--- src/sv/adsc_pkg.sv ---
// ----------------------------------------------------------------------------
// adsc_pkg: shared types for the advertising-data structure classifier
// Item layouts and class codes used by the parser and the top level.
// ----------------------------------------------------------------------------
package adsc_pkg;

  // One payload byte per item.
  typedef struct packed {
    logic [7:0] ad_byte;
    logic       last_byte;
  } adsc_in_t;

  // One classification per payload.
  typedef struct packed {
    logic [1:0] ad_class;
    logic [2:0] mfg_class;
  } adsc_out_t;

  localparam logic [1:0] AD_SVC_DATA   = 2'd0;
  localparam logic [1:0] AD_UUID16     = 2'd1;
  localparam logic [1:0] AD_FLAGS_ONLY = 2'd2;
  localparam logic [1:0] AD_OTHER      = 2'd3;

  localparam logic [2:0] MFG_NAME       = 3'd0;
  localparam logic [2:0] MFG_APPEARANCE = 3'd1;
  localparam logic [2:0] MFG_TX_POWER   = 3'd2;
  localparam logic [2:0] MFG_FLAGS      = 3'd3;
  localparam logic [2:0] MFG_ONLY       = 3'd4;

endpackage

--- src/sv/adsc_parser.sv ---
// ----------------------------------------------------------------------------
// adsc_parser: LTV element walker and classifier
// Holds the parse state, updates it once per stepped byte up to the 255th of a
// payload, and forms the classes from the updated type marks on the final byte.
// ----------------------------------------------------------------------------
module adsc_parser (
  input  logic               clk,
  input  logic               rst,
  input  logic               step,
  input  adsc_pkg::adsc_in_t item,
  output adsc_pkg::adsc_out_t result
);
  import adsc_pkg::*;

  typedef enum logic [1:0] {
    PH_LEN   = 2'd0,
    PH_TYPE  = 2'd1,
    PH_VALUE = 2'd2,
    PH_STOP  = 2'd3
  } phase_t;

  typedef enum logic [2:0] {
    TC_OTHER   = 3'd0,
    TC_FLAGS   = 3'd1,
    TC_UUID16  = 3'd2,
    TC_SVCDATA = 3'd3,
    TC_NAME    = 3'd4,
    TC_APPEAR  = 3'd5,
    TC_TXPOWER = 3'd6
  } tcode_t;

  localparam logic [7:0] MAX_PAYLOAD = 8'd255;

  phase_t     phase, phase_next;
  logic [7:0] bytes_left, bytes_left_next;
  logic [7:0] bytes_seen, bytes_seen_next;
  tcode_t     pending, pending_next;
  logic [6:0] marks, marks_next;
  tcode_t     byte_code;

  always_comb begin
    case (item.ad_byte)
      8'h01:        byte_code = TC_FLAGS;
      8'h02, 8'h03: byte_code = TC_UUID16;
      8'h16:        byte_code = TC_SVCDATA;
      8'h08, 8'h09: byte_code = TC_NAME;
      8'h19:        byte_code = TC_APPEAR;
      8'h0A:        byte_code = TC_TXPOWER;
      default:      byte_code = TC_OTHER;
    endcase
  end

  // Next parse state for this byte (before the end-of-payload reset).
  always_comb begin
    phase_next      = phase;
    bytes_left_next = bytes_left;
    bytes_seen_next = bytes_seen;
    pending_next    = pending;
    marks_next      = marks;
    if (bytes_seen < MAX_PAYLOAD) begin
      bytes_seen_next = bytes_seen + 8'd1;
      case (phase)
        PH_LEN: begin
          if (item.ad_byte == 8'd0) begin
            phase_next = PH_STOP;
          end else begin
            bytes_left_next = item.ad_byte;
            phase_next      = PH_TYPE;
          end
        end
        PH_TYPE: begin
          if (bytes_left <= 8'd1) begin
            marks_next[byte_code] = 1'b1;
            bytes_left_next       = 8'd0;
            phase_next            = PH_LEN;
          end else begin
            bytes_left_next = bytes_left - 8'd1;
            pending_next    = byte_code;
            phase_next      = PH_VALUE;
          end
        end
        PH_VALUE: begin
          if (bytes_left <= 8'd1) begin
            bytes_left_next     = 8'd0;
            marks_next[pending] = 1'b1;
            phase_next          = PH_LEN;
          end else begin
            bytes_left_next = bytes_left - 8'd1;
          end
        end
        default: ;
      endcase
    end
  end

  // Classes from the marks including this byte's element.
  always_comb begin
    if (marks_next[TC_SVCDATA]) begin
      result.ad_class = AD_SVC_DATA;
    end else if (marks_next[TC_UUID16]) begin
      result.ad_class = AD_UUID16;
    end else if (marks_next[TC_FLAGS] && !(marks_next[TC_OTHER] || marks_next[TC_NAME] ||
                 marks_next[TC_APPEAR] || marks_next[TC_TXPOWER])) begin
      result.ad_class = AD_FLAGS_ONLY;
    end else begin
      result.ad_class = AD_OTHER;
    end

    if (marks_next[TC_NAME]) begin
      result.mfg_class = MFG_NAME;
    end else if (marks_next[TC_APPEAR]) begin
      result.mfg_class = MFG_APPEARANCE;
    end else if (marks_next[TC_TXPOWER]) begin
      result.mfg_class = MFG_TX_POWER;
    end else if (marks_next[TC_FLAGS]) begin
      result.mfg_class = MFG_FLAGS;
    end else begin
      result.mfg_class = MFG_ONLY;
    end
  end

  always_ff @(posedge clk) begin
    if (rst || (step && item.last_byte)) begin
      phase      <= PH_LEN;
      bytes_left <= 8'd0;
      bytes_seen <= 8'd0;
      pending    <= TC_OTHER;
      marks      <= 7'd0;
    end else if (step) begin
      phase      <= phase_next;
      bytes_left <= bytes_left_next;
      bytes_seen <= bytes_seen_next;
      pending    <= pending_next;
      marks      <= marks_next;
    end
  end

endmodule

--- src/sv/ble_ad_structure_classifier_unit.sv ---
// ----------------------------------------------------------------------------
// ble_ad_structure_classifier_unit: BLE advertising-data classifier
// Input byte register, parser, and result register with handshakes.
// ----------------------------------------------------------------------------
// Takes one advertising-data payload byte per item on ad_*, and on the item
// flagged last_byte delivers one result item on res_* carrying the structure
// class and the manufacturer-advert class of that payload. Items flow at one
// per cycle unless a last byte waits: a byte that need not wait is parsed in
// the cycle after it is taken, so res_valid rises at the edge after the last
// byte is accepted when the result slot is free; the result can then be taken.
// Non-last bytes never wait on the result side; a last byte waits in the input
// register only while an earlier result is still held and not taken. After
// each result the parser is back in its reset state for the next payload.
// Bytes past the 255th of a payload are ignored except for their last flag.
// ----------------------------------------------------------------------------
module ble_ad_structure_classifier_unit (
  input  logic                clk,
  input  logic                rst,
  input  logic                ad_valid,
  output logic                ad_ready,
  input  adsc_pkg::adsc_in_t  ad_data,
  output logic                res_valid,
  input  logic                res_ready,
  output adsc_pkg::adsc_out_t res_data
);
  import adsc_pkg::*;

  // input register
  logic      hold_valid;
  adsc_in_t  hold_item;
  // parser step and its classes
  logic      advance;
  adsc_out_t classes;

  // A last byte needs a free result slot; any other byte moves on at once.
  assign advance  = hold_valid && (!hold_item.last_byte || !res_valid || res_ready);
  assign ad_ready = !hold_valid || advance;

  always_ff @(posedge clk) begin
    if (rst) begin
      hold_valid <= 1'b0;
    end else if (ad_ready) begin
      hold_valid <= ad_valid;
    end
    if (ad_ready && ad_valid) begin
      hold_item <= ad_data;
    end
  end

  adsc_parser u_parser (
    .clk    (clk),
    .rst    (rst),
    .step   (advance),
    .item   (hold_item),
    .result (classes)
  );

  // result register
  always_ff @(posedge clk) begin
    if (rst) begin
      res_valid <= 1'b0;
    end else if (advance && hold_item.last_byte) begin
      res_valid <= 1'b1;
    end else if (res_ready) begin
      res_valid <= 1'b0;
    end
    if (advance && hold_item.last_byte) begin
      res_data <= classes;
    end
  end

endmodule

--- config.mk ---
export PLATFORM = sky130hd
export DESIGN_NAME = ble_ad_structure_classifier_unit
export DESIGN_NICKNAME = d
export VERILOG_FILES = /design/src/sv/adsc_pkg.sv /design/src/sv/adsc_parser.sv /design/src/sv/ble_ad_structure_classifier_unit.sv
export SDC_FILE = /design/constraint.sdc
export NUM_CORES = 1
export LEC_CHECK = 0
export BUFFER_PORTS_ARGS = -buffer_cell sky130_fd_sc_hd__buf_2
export CAP_MARGIN = 30
export CORE_UTILIZATION = 45
export CTS_CLUSTER_DIAMETER = 80
export DETAILED_ROUTE_END_ITERATION = 8
export PLACE_DENSITY = 0.74
export SYNTH_ARGS = -nofsm -noshare
export SYNTH_HDL_FRONTEND = slang
export SYNTH_HIERARCHICAL = 1
export SYNTH_SLANG_ARGS = --single-unit
--- constraint.sdc ---
create_clock -name clk -period 3.3 [get_ports clk]
set_input_delay 0.33 -clock clk [delete_from_list [all_inputs] [get_ports clk]]
set_output_delay 0.33 -clock clk [all_outputs]
set_load 0.02 [all_outputs]
==> impl_metrics.toml <==
[sta]
worst_slew_pin_slew_ps = 975.4
setup_viol = 0
fmax_mhz = 364.6
post-route-period-util_pct = 83.12
rsz0062_at_grt = "no"
report.final.slew_viol_count = 0
maxSlewHeadroom_pct = 34.97
finalHoldViolations = 0
tns_ps = 0
fin_skew_ps = 4.452
layout_min_cycle_time_ps = 2743

[placed_design]
gp_congestion = 0.8423
io_buffers = 19
hpwl_um = 3479

[logic_synthesis]
yosys_warnings = 6
synth_fa_ha_area_share_pct = 3.706
synth_top_area_cell = "dfxtp_1"
synthArstFlopShare_pct = 0
synth_xor_xnor_area_share_pct = 2.594
synth.avg_cell_area_sq_um = 8.919
ys.flop_type = "dfxtp_1"
synth_top_area_share_pct = 25.41
yosys.cell_types.count = 55
synthSimpleGateAreaFrac_pct = 25.09
synth.area.mux_share_pct = 1.271
synth_compound_area_share_pct = 19.06
syn-cell-area_sq_um = 2364
synth_top_family_by_area = "simple AND/OR/NAND/NOR gates"
synth-seq-cells = 44
synth-edff-count = 14
synth.net_count = 285
netlist_top_cells_area = "dfxtp_1, edfxtp_1, nor2_1"
syn_inst = 265
yosysSeqAreaShare_pct = 43.20

[cells_and_area]
area_growth_pct = 10.22
fin_util_pct = 51.33
final_layout_size_suffix_gt1_share_pct = 13.17
fin_nets = 300
diodes = 0
final_cell_mix = "nor2_1, dfxtp_1, buf_2"
nFillCells = 492
mostFrequentLayoutCell = "nor2_1"

[floorplan]
die_height_um = 74.47
row_count = 26
io_pins = 20
core-area_sq_um = 5075
die_w_um = 74.47
initial_core_util_pct = 46.57
die-area_sq_um = 5546

[clock_network]
hold_buffers = 0
cts_tree = "yes"
clockBufferDepth = 2
post_cts_resized = 0
post_cts_buffers = 0
cts_sinks = 44
clock_latency_ps = 300
clk_pin_slew_ps = 80
h-tree-depth = 2
cts_made_buffers = 5
cts_root_buf = "clkbuf_8"

[min_path]
hold_end = "hold_item[4]"
holdPathStages = 1
min_path_type = "in -> reg"
worstHoldStart = "ad_data[4]"

[routing]
post_drt_wl_per_cell_um = 13.67
drc_errors = 0
first_pass_iters = 5
antenna_left = 0
via_count = 1993
drt_iter0_drc = 98
wl_um = 4797
drt-vias-per-instance = 5.678

[pwr]
switchingPower_w = 0.0003305
p_int_w = 0.0008841
p_leak_nw = 0.9679
ir_worst_vdd_uv = 269.4
p_comb_share_pct = 16.5
power.density_nw_per_um2 = 466.2
seqPwrFrac_pct = 50.1
switching_share_pct = 27.21
pwr-share-clk_pct = 33.5

[critical_path]
rr_startpoint = "u_parser/bytes_left[4]"
end_kind = "register"
crit_type = "reg -> reg"
crit_path_start_kind = "register"
reg2reg_slack_ps = 560
cp.arrival_ps = 2800
r2r_end = "res_data[4]"
reg2reg_depth = 6
required_ps = 3360
path_max_fanout = 10

[global_route]
grt-ovfl-total = 0
grt_pass1_vias = 1787
antenna_found_initial = 0
grt_usage_pct = 18.53
grt_pass1_wl_um = 7817
grt_max_degree = 29

[flow_run]
maxCapViolations = 0

[run_status]
status = "complete, no violations"
[stage by stage]
step	hold slack [ps]	setup slack, ps	instance area (sq um)	total power [W]	std cells
floorplan	399.1	662.3	2364	0.0007768	265
global placement	462.8	638.3	2497	0.0008115	343
detailed placement	470.8	582.3	2497	0.0008176	343
CTS	193.3	566.5	2605	0.001220	351
global route	188.4	456.0	2605	0.001270	351
finish	198.3	557.0	2605	0.001215	351
[state kept, by name, indices dropped and copies added (netlist names)]
| register | cells |
|---|---|
| u_parser/bytes_seen | 8 |
| res_valid | 1 |
| u_parser/marks | 7 |
| u_parser/pending | 3 |
| res_data | 5 |
| u_parser/bytes_left | 8 |
| hold_valid | 1 |
| hold_item | 9 |
| u_parser/phase | 2 |
[cells by family (layout without fill, tap and decap cells)]
| kind of cell | after synthesis | count (layout) |
|---|---|---|
| and+or+nand+nor | 113 | 113 |
| AOI/OAI and AO/OA | 63 | 63 |
| DFF | 44 | 44 |
| buffers and inverters | 28 | 44 |
| adders and majority gates | 7 | 7 |
| xor gates and xnor gates | 7 | 7 |
| muxes | 3 | 3 |
[worst max-delay path, cell delays in order (launching register included)]
cell and delay (ps):
dfxtp_1 380, or4_4 550, or3_1 540, or3_4 440, o31a_1 260, and2_4 150
and2_2 180
[routing by layer]
metal | vias up | part of all wire (%) | GRT usage (%) | routed length, um
li1 | 1003 | - | - | -
met1 | 941 | 48 | 23.80 | 2323
met2 | 40 | 47 | 30.23 | 2244
met3 | 9 | 3.3 | 3.930 | 158
met4 | 0 | 1.5 | 7.757 | 71
met5 | - | 0 | 0 | 0
[power by group through the flow]
stage | Sequential (W) | Clock, W | Combinational, W
3_5_place_dp | 0.000620 | 0 | 0.000198
6_report | 0.000608 | 0.000407 | 0.000200
5_1_grt | 0.000612 | 0.000436 | 0.000222
2_1_floorplan | 0.000616 | 0 | 0.000160
3_3_place_gp | 0.000618 | 0 | 0.000193
4_1_cts | 0.000607 | 0.000414 | 0.000199
[cell type report]
cell class	instances	area (sq um)	area share [%]
Timing Repair Buffer	21	110.1	4.227
Inverter	15	56.30	2.161
Clock buffer	6	72.57	2.786
Sequential cell	44	1021	39.19
Clock inverter	2	35.03	1.345
Multi-Input combinational cell	193	1222	46.93
Tap cell	70	87.58	3.362
[how the worst max path moves through the flow]
stage | from | endpoint | slack (ps) | cells past startpoint
2_1_floorplan | u_parser/bytes_left[4] | res_data[4] | 660 | 8
3_3_place_gp | u_parser/bytes_left[4] | res_data[4] | 640 | 6
3_5_place_dp | u_parser/bytes_left[4] | res_data[4] | 580 | 6
4_1_cts | u_parser/bytes_left[4] | res_data[4] | 570 | 6
5_1_grt | u_parser/phase[0] | res_data[3] | 460 | 7
6_report | u_parser/bytes_left[4] | res_data[4] | 560 | 6
[Yosys cell counts, drive strengths merged (4+ instances only)]
| library cell | n |
|---|---|
| a211oi | 12 |
| a21oi | 6 |
| a22oi | 6 |
| and2 | 5 |
| clkbuf | 11 |
| dfxtp | 30 |
| edfxtp | 14 |
| ha | 7 |
| inv | 15 |
| nand2 | 14 |
| nand2b | 4 |
| nand3 | 7 |
| nand4 | 8 |
| nor2 | 40 |
| nor2b | 5 |
| nor3 | 7 |
| nor4 | 5 |
| o21ai | 13 |
| or3 | 4 |
| xnor2 | 4 |
(Power assumes the default switching activity.)
